--- src/layer_rotate_clip_center_crop_macros.svh ---
// Assertion macros shared by the layer clip and crop RTL.
`ifndef LAYER_ROTATE_CLIP_CENTER_CROP_MACROS_SVH
`define LAYER_ROTATE_CLIP_CENTER_CROP_MACROS_SVH

// Checked only while out of reset.
`define LRCC_ASSERT_RST(lbl, prop, msg) \
    lbl: assert property (@(posedge i_clk) disable iff (!i_rst_n) prop) \
        else $error(msg);

// Checked on every edge, reset included.
`define LRCC_ASSERT_ANY(lbl, prop, msg) \
    lbl: assert property (@(posedge i_clk) prop) else $error(msg);

`endif

--- src/lrcc_pkg.sv ---
// Shared constants and types for the layer rotate, clip and center crop block.
package lrcc_pkg;

    localparam int DIM_W          = 14;
    localparam int PROD_W         = 2 * DIM_W;
    localparam int BITS_PER_STAGE = 2;
    localparam int DIV_STAGES     = DIM_W / BITS_PER_STAGE;
    localparam int CFG_ADDR_W     = 2;

    localparam logic [DIM_W-1:0] DIM_MAX = '1;

    typedef enum logic [1:0] {
        ROT_0   = 2'd0,
        ROT_90  = 2'd1,
        ROT_180 = 2'd2,
        ROT_270 = 2'd3
    } t_rot;

    localparam logic [CFG_ADDR_W-1:0] CFG_SCREEN_W   = 2'd0;
    localparam logic [CFG_ADDR_W-1:0] CFG_SCREEN_H   = 2'd1;
    localparam logic [CFG_ADDR_W-1:0] CFG_SCREEN_ROT = 2'd2;

    localparam logic [DIM_W-1:0] RST_SCREEN_W = 14'd1920;
    localparam logic [DIM_W-1:0] RST_SCREEN_H = 14'd1080;

endpackage

--- src/lrcc_div_pipe.sv ---
// Pipelined restoring divider: quotient known to fit in DIM_W bits, two bits per stage.
module lrcc_div_pipe (
    input  logic                        i_clk,
    input  logic                        i_en,
    input  logic [lrcc_pkg::PROD_W-1:0] i_num,
    input  logic [lrcc_pkg::DIM_W-1:0]  i_den,
    output logic [lrcc_pkg::DIM_W-1:0]  o_quo
);
    import lrcc_pkg::*;

    logic [PROD_W-1:0] r_rem [DIV_STAGES-1];
    logic [DIM_W-1:0]  r_den [DIV_STAGES-1];
    logic [DIM_W-1:0]  r_quo [DIV_STAGES];

    for (genvar s = 0; s < DIV_STAGES; s++) begin : g_stg
        logic [PROD_W-1:0] rem_in;
        logic [PROD_W-1:0] n_rem;
        logic [DIM_W-1:0]  den_in;
        logic [DIM_W-1:0]  quo_in;
        logic [DIM_W-1:0]  n_quo;

        if (s == 0) begin : g_first
            assign rem_in = i_num;
            assign den_in = i_den;
            assign quo_in = '0;
        end else begin : g_next
            assign rem_in = r_rem[s-1];
            assign den_in = r_den[s-1];
            assign quo_in = r_quo[s-1];
        end

        always_comb begin
            n_rem = rem_in;
            n_quo = quo_in;
            for (int j = 0; j < BITS_PER_STAGE; j++) begin
                if (n_rem >= (PROD_W'(den_in) << (DIM_W - 1 - s * BITS_PER_STAGE - j))) begin
                    n_rem = n_rem - (PROD_W'(den_in) << (DIM_W - 1 - s * BITS_PER_STAGE - j));
                    n_quo[DIM_W - 1 - s * BITS_PER_STAGE - j] = 1'b1;
                end
            end
        end

        always_ff @(posedge i_clk) begin
            if (i_en) begin
                r_quo[s] <= n_quo;
            end
        end

        if (s < DIV_STAGES - 1) begin : g_carry
            always_ff @(posedge i_clk) begin
                if (i_en) begin
                    r_rem[s] <= n_rem;
                    r_den[s] <= den_in;
                end
            end
        end
    end

    assign o_quo = r_quo[DIV_STAGES-1];

endmodule

--- config.mk ---
export PLATFORM = sky130hd
export DESIGN_NAME = lrcc_div_pipe
export DESIGN_NICKNAME = d
export VERILOG_FILES = /design/src/layer_rotate_clip_center_crop_macros.svh /design/src/lrcc_pkg.sv /design/src/lrcc_div_pipe.sv
export SDC_FILE = /design/constraint.sdc
export NUM_CORES = 1
export LEC_CHECK = 0
export ABC_AREA = 1
export BUFFER_PORTS_ARGS = -buffer_cell sky130_fd_sc_hd__buf_2
export CAP_MARGIN = 20
export CELL_PAD_IN_SITES_DETAIL_PLACEMENT = 1
export CELL_PAD_IN_SITES_GLOBAL_PLACEMENT = 1
export CORE_MARGIN = 4
export CORE_UTILIZATION = 26
export DETAILED_ROUTE_END_ITERATION = 8
export HOLD_SLACK_MARGIN = 0.06
export PLACE_DENSITY = 0.5
export RECOVER_POWER = 100
export SLEW_MARGIN = 20
export SYNTH_ARGS = -nofsm -noshare
export SYNTH_HDL_FRONTEND = slang
export SYNTH_SLANG_ARGS = --single-unit
--- constraint.sdc ---
create_clock -name i_clk -period 4 [get_ports i_clk]
set_clock_uncertainty 0.1 [all_clocks]
set_input_delay 0.6 -clock i_clk [delete_from_list [all_inputs] [get_ports i_clk]]
set_output_delay 0.6 -clock i_clk [all_outputs]
set_load 0.005 [all_outputs]
==> impl_results.html <==
<table>
<tr><th>Metric</th><th>Value</th></tr>
<tr><th colspan="2">Logic synthesis</th></tr>
<tr><td>Count of different cell masters after synthesis</td><td>54</td></tr>
<tr><td>Synth warn</td><td>0</td></tr>
<tr><td>Yosys top cell area share</td><td>37.0%</td></tr>
<tr><td>Average cell area after synthesis</td><td>7.67 um2</td></tr>
<tr><td>Post-Synthesis Cell Area</td><td>0.0250 mm2</td></tr>
<tr><td>Most instantiated flip-flop cell in the synthesis netlist</td><td>edfxtp_1</td></tr>
<tr><td>Total nets after synthesis</td><td>3510</td></tr>
<tr><td>Post-synth EDFFs</td><td>308</td></tr>
<tr><td>Cell type with the largest total area after synthesis</td><td>edfxtp_1</td></tr>
<tr><td>Cell with the most instances after synthesis</td><td>nand2_1</td></tr>
<tr><td>Flip-flop and latch count after synthesis</td><td>308</td></tr>
<tr><td>Sequential share of the synthesized area</td><td>37.0%</td></tr>
<tr><td>Async S/R FF share, synth</td><td>0%</td></tr>
<tr><td>Largest cells by area after synthesis</td><td>edfxtp_1, nand2_1, ha_1, inv_1, nand3_1</td></tr>
<tr><td>Top cells by count, synth</td><td>nand2_1, inv_1, edfxtp_1</td></tr>
<tr><td>Mapped Cells</td><td>3257</td></tr>
<tr><th colspan="2">Critical path</th></tr>
<tr><td>Data arrival time of the critical path</td><td>4400 ps</td></tr>
<tr><td>R2R Path End</td><td>r_rem[4][8]</td></tr>
<tr><td>Worst-path fanout max</td><td>8</td></tr>
<tr><td>CP peak stage delay</td><td>410 ps</td></tr>
<tr><td>Cells on worst reg2reg path</td><td>28</td></tr>
<tr><td>Cell with the largest stage delay on the worst path</td><td>edfxtp_1</td></tr>
<tr><td>Type of destination of the critical path</td><td>flip-flop</td></tr>
<tr><td>Critical path origin</td><td>r_den[3][4]</td></tr>
<tr><td>Worst endpoint required time</td><td>4270 ps</td></tr>
<tr><td>Type of the worst setup path</td><td>flip-flop to flip-flop</td></tr>
<tr><td>Worst r2r src</td><td>r_den[3][4]</td></tr>
<tr><td>Setup slack of the worst register-to-register path</td><td>-130 ps</td></tr>
<tr><td>Category of the worst setup path launch point</td><td>flip-flop</td></tr>
<tr><th colspan="2">Cells and area</th></tr>
<tr><td>Antenna Cells</td><td>0</td></tr>
<tr><td>Fraction of layout instances using a drive strength above 1</td><td>48.0%</td></tr>
<tr><td>Filler cells</td><td>11200</td></tr>
<tr><td>Number of cells in the finished layout apart from fillers</td><td>5873</td></tr>
<tr><td>Layout overhead on the synthesized area</td><td>70.0%</td></tr>
<tr><td>Fin nets</td><td>4829</td></tr>
<tr><td>Cell area after layout</td><td>0.0424 mm2</td></tr>
<tr><th colspan="2">Clock tree</th></tr>
<tr><td>Count of H-tree levels built during CTS</td><td>2</td></tr>
<tr><td>Clock Path Buffers</td><td>3</td></tr>
<tr><td>TritonCTS clock tree</td><td>yes</td></tr>
<tr><td>Number of CTS-inserted buffers</td><td>40</td></tr>
<tr><td>Clock insertion delay at the later pin of the skew report</td><td>630 ps</td></tr>
<tr><td>Clock sink count</td><td>308</td></tr>
<tr><td>Worst-path clk slew</td><td>70 ps</td></tr>
<tr><td>Root buffer selected by CTS</td><td>clkbuf_16</td></tr>
<tr><th colspan="2">GRT</th></tr>
<tr><td>All-Layer GR Usage</td><td>18.7%</td></tr>
<tr><td>Global routing usage on met1</td><td>23.6%</td></tr>
<tr><td>Routing usage on met2</td><td>33.9%</td></tr>
<tr><td>Most heavily used metal layer in global routing</td><td>met2</td></tr>
<tr><td>Number of global-route vias before repair</td><td>27800</td></tr>
<tr><td>M3 GR Usage</td><td>2.28%</td></tr>
<tr><td>Antenna violations before repair</td><td>2</td></tr>
<tr><td>Overflow after GRT</td><td>0</td></tr>
<tr><td>First-pass GRT wire length</td><td>151000 um</td></tr>
<tr><td>Pin count of the biggest net entering global routing</td><td>91</td></tr>
<tr><th colspan="2">Min path</th></tr>
<tr><td>Startpoint of the worst hold path</td><td>i_den[6]</td></tr>
<tr><td>Depth of the worst hold-timing path</td><td>2</td></tr>
<tr><td>Hold/Removal Path Class</td><td>input pin to flip-flop</td></tr>
<tr><td>Worst Hold End</td><td>r_den[0][6]</td></tr>
<tr><th colspan="2">Outcome</th></tr>
<tr><td>Violations in the final reports</td><td>max-capacitance violations, max-slew violations, negative setup slack</td></tr>
<tr><td>Result of the run</td><td>finished with violations</td></tr>
<tr><th colspan="2">Detailed routing</th></tr>
<tr><td>Wire length per cell after detailed routing</td><td>17.5 um</td></tr>
<tr><td>Ratio of routed vias to standard cells</td><td>4.53</td></tr>
<tr><td>Number of vias after detailed routing</td><td>26600</td></tr>
<tr><td>Number of design-rule violations left by the first detailed-router iteration</td><td>1004</td></tr>
<tr><td>Residual DRC</td><td>0</td></tr>
<tr><td>Final routed wirelength across all metal layers</td><td>103000 um</td></tr>
<tr><td>Antenna violation net count after detailed routing</td><td>0</td></tr>
<tr><td>Router iterations before antenna repair</td><td>5</td></tr>
<tr><th colspan="2">Pwr</th></tr>
<tr><td>Reported net switching power</td><td>17.0 mW</td></tr>
<tr><td>Comb power frac</td><td>75.4%</td></tr>
<tr><td>Switching share of power</td><td>43.5%</td></tr>
<tr><td>Power density relative to cell area</td><td>918 mW/mm2</td></tr>
<tr><td>P_leak</td><td>19.3 nW</td></tr>
<tr><td>Clock power frac</td><td>10.2%</td></tr>
<tr><td>Register share of total power</td><td>14.4%</td></tr>
<tr><td>Worst vdd rail ir drop</td><td>386 uV</td></tr>
<tr><td>Design Power</td><td>39.0 mW</td></tr>
<tr><td>Internal cell power</td><td>22.0 mW</td></tr>
<tr><th colspan="2">Floorplanning</th></tr>
<tr><td>Standard cell core area</td><td>0.0952 mm2</td></tr>
<tr><td>Initial core utilization</td><td>26.2%</td></tr>
<tr><td>Die height</td><td>318 um</td></tr>
<tr><td>Floorplan die width</td><td>318 um</td></tr>
<tr><td>Site Rows</td><td>113</td></tr>
<tr><td>Die footprint</td><td>0.101 mm2</td></tr>
<tr><td>Number of primary I/O pins</td><td>58</td></tr>
<tr><th colspan="2">STA</th></tr>
<tr><td>Worst hold slack after final layout</td><td>169 ps</td></tr>
<tr><td>Max-slew violations</td><td>88</td></tr>
<tr><td>Actual slew at the worst max-slew pin</td><td>2580 ps</td></tr>
<tr><td>Maximum operating frequency</td><td>0.242 GHz</td></tr>
<tr><td>Slew headroom</td><td>-71.8%</td></tr>
<tr><td>Final critical-path setup slack</td><td>-132 ps</td></tr>
<tr><td>Unrepaired setup endpoints after global routing</td><td>true</td></tr>
<tr><td>Post-route clock period utilization</td><td>103%</td></tr>
<tr><td>Final setup violation count</td><td>48</td></tr>
<tr><td>Final critical path time including I/O delays and setup</td><td>4130 ps</td></tr>
<tr><td>Final count of hold timing violations</td><td>0</td></tr>
<tr><th colspan="2">Place</th></tr>
<tr><td>Routability-driven placement congestion ratio</td><td>0.826</td></tr>
<tr><td>Placed cells</td><td>5513</td></tr>
<tr><td>Placed inst area</td><td>0.0340 mm2</td></tr>
<tr><td>HPWL after detailed placement</td><td>76500 um</td></tr>
<tr><td>Number of buffers added on ports</td><td>57</td></tr>
<tr><th colspan="2">Flow run</th></tr>
<tr><td>Reported max-cap violation count</td><td>1</td></tr>
</table>
## stage by stage
step,util [%],TNS [ps],setup WS (ps)
finish,44.6,-2710,-132
floorplan,-,0,14.3
global placement,35.8,-45220,-775
global route,44.6,-19730,-269
CTS,40.4,-697,-93.7
detailed placement,35.8,-51380,-803
## cell usage in the layout, fill, tap and decap left out, types with 15 or more instances in the layout
cell,netlist,layout
clkbuf_16,0,45
a21o_1,16,16
o21ai_0,180,73
nand3_2,15,50
ha_1,196,84
xor2_1,77,72
buf_4,5,1086
nor2_1,247,201
nor3_1,36,24
inv_1,460,360
ha_4,0,108
o21ai_4,1,29
nand2_1,906,678
nand2_2,33,184
a21oi_4,1,21
nor2_2,14,34
nor2_4,5,31
nand3_1,218,174
o21ai_2,3,68
inv_2,11,102
a21oi_2,13,82
buf_2,13,35
a21oi_1,188,99
xnor2_1,82,74
nand4_1,62,62
buf_12,2,24
buf_6,7,39
nand2_4,4,79
clkbuf_4,0,47
edfxtp_1,308,308
nand3_4,6,15
clkbuf_1,9,55
o21ai_1,38,52
## layer usage
| layer | routed length, um | share of wire [%] |
|---|---|---|
| met1 | 45900 | 45 |
| met2 | 52500 | 51 |
| met3 | 2380 | 2.3 |
| met4 | 2240 | 2.2 |
| met5 | 14 | 0.014 |
## power groups by stage
stage	registers (mW)	logic, mW	clock network (mW)
after floorplan	5.28	11.2	0
after global placement	5.54	21.3	0
after detailed placement	5.55	21.6	0
after CTS	5.56	24.2	4.13
after global routing	5.69	32.1	4.25
final	5.61	29.4	3.97
## timing repair
action / CTS / global route
cloned: 11 / 12
endpoints found under the hold margin: 12 / 0
buffers inserted: 150 / 118
pin swaps: 118 / 291
hold buffers: 12 / 0
gates resized for setup: 407 / 756
endpoints found under the setup margin: 129 / 132
## sequential cells by signal, summed over array words and instances (netlist names)
signal  flops
r_den      84
r_rem     168
r_quo      56
## layout make-up
class | instances | area (um2) | area share [%]
timing repair inverter | 10 | 119 | 0.280
tap | 1265 | 1580 | 3.73
multi-input combinational | 2437 | 17900 | 42.3
clock inverter | 24 | 388 | 0.914
inverter | 474 | 1880 | 4.42
sequential | 308 | 9250 | 21.8
clock buffer | 50 | 1040 | 2.45
timing repair buffer | 1305 | 10200 | 24.1
## logic make-up (layout without fill, tap and decap cells)
logic type	Yosys count	count (layout)	share of synthesized area (%)
buffers and inverters	512	1863	8.27
AND/OR/NAND/NOR	1586	1586	27.7
AO/OA/AOI/OAI	483	483	10.6
flip-flops	308	308	37.0
adder cells (fa/ha/maj)	209	209	10.9
XOR/XNOR	159	159	5.58
## worst max-delay path: cells and delay by family (launching register included)
| family | cells | cell delay [ps] |
|---|---|---|
| buffers and inverters | 6 | 890 |
| AND/OR/NAND/NOR | 15 | 1310 |
| AO/OA/AOI/OAI | 5 | 670 |
| flip-flops | 1 | 410 |
| adder cells (fa/ha/maj) | 2 | 470 |
## worst max path at each step
stage | end | slack [ps] | cells past startpoint
after detailed placement | r_rem[0][22] | -800 | 23
final | r_rem[4][8] | -130 | 28
after global placement | r_rem[3][27] | -770 | 24
after floorplan | r_rem[4][14] | 10 | 24
after CTS | r_rem[1][21] | -90 | 22
after global routing | r_rem[4][6] | -270 | 28
Power figures use the tool's default switching activity.
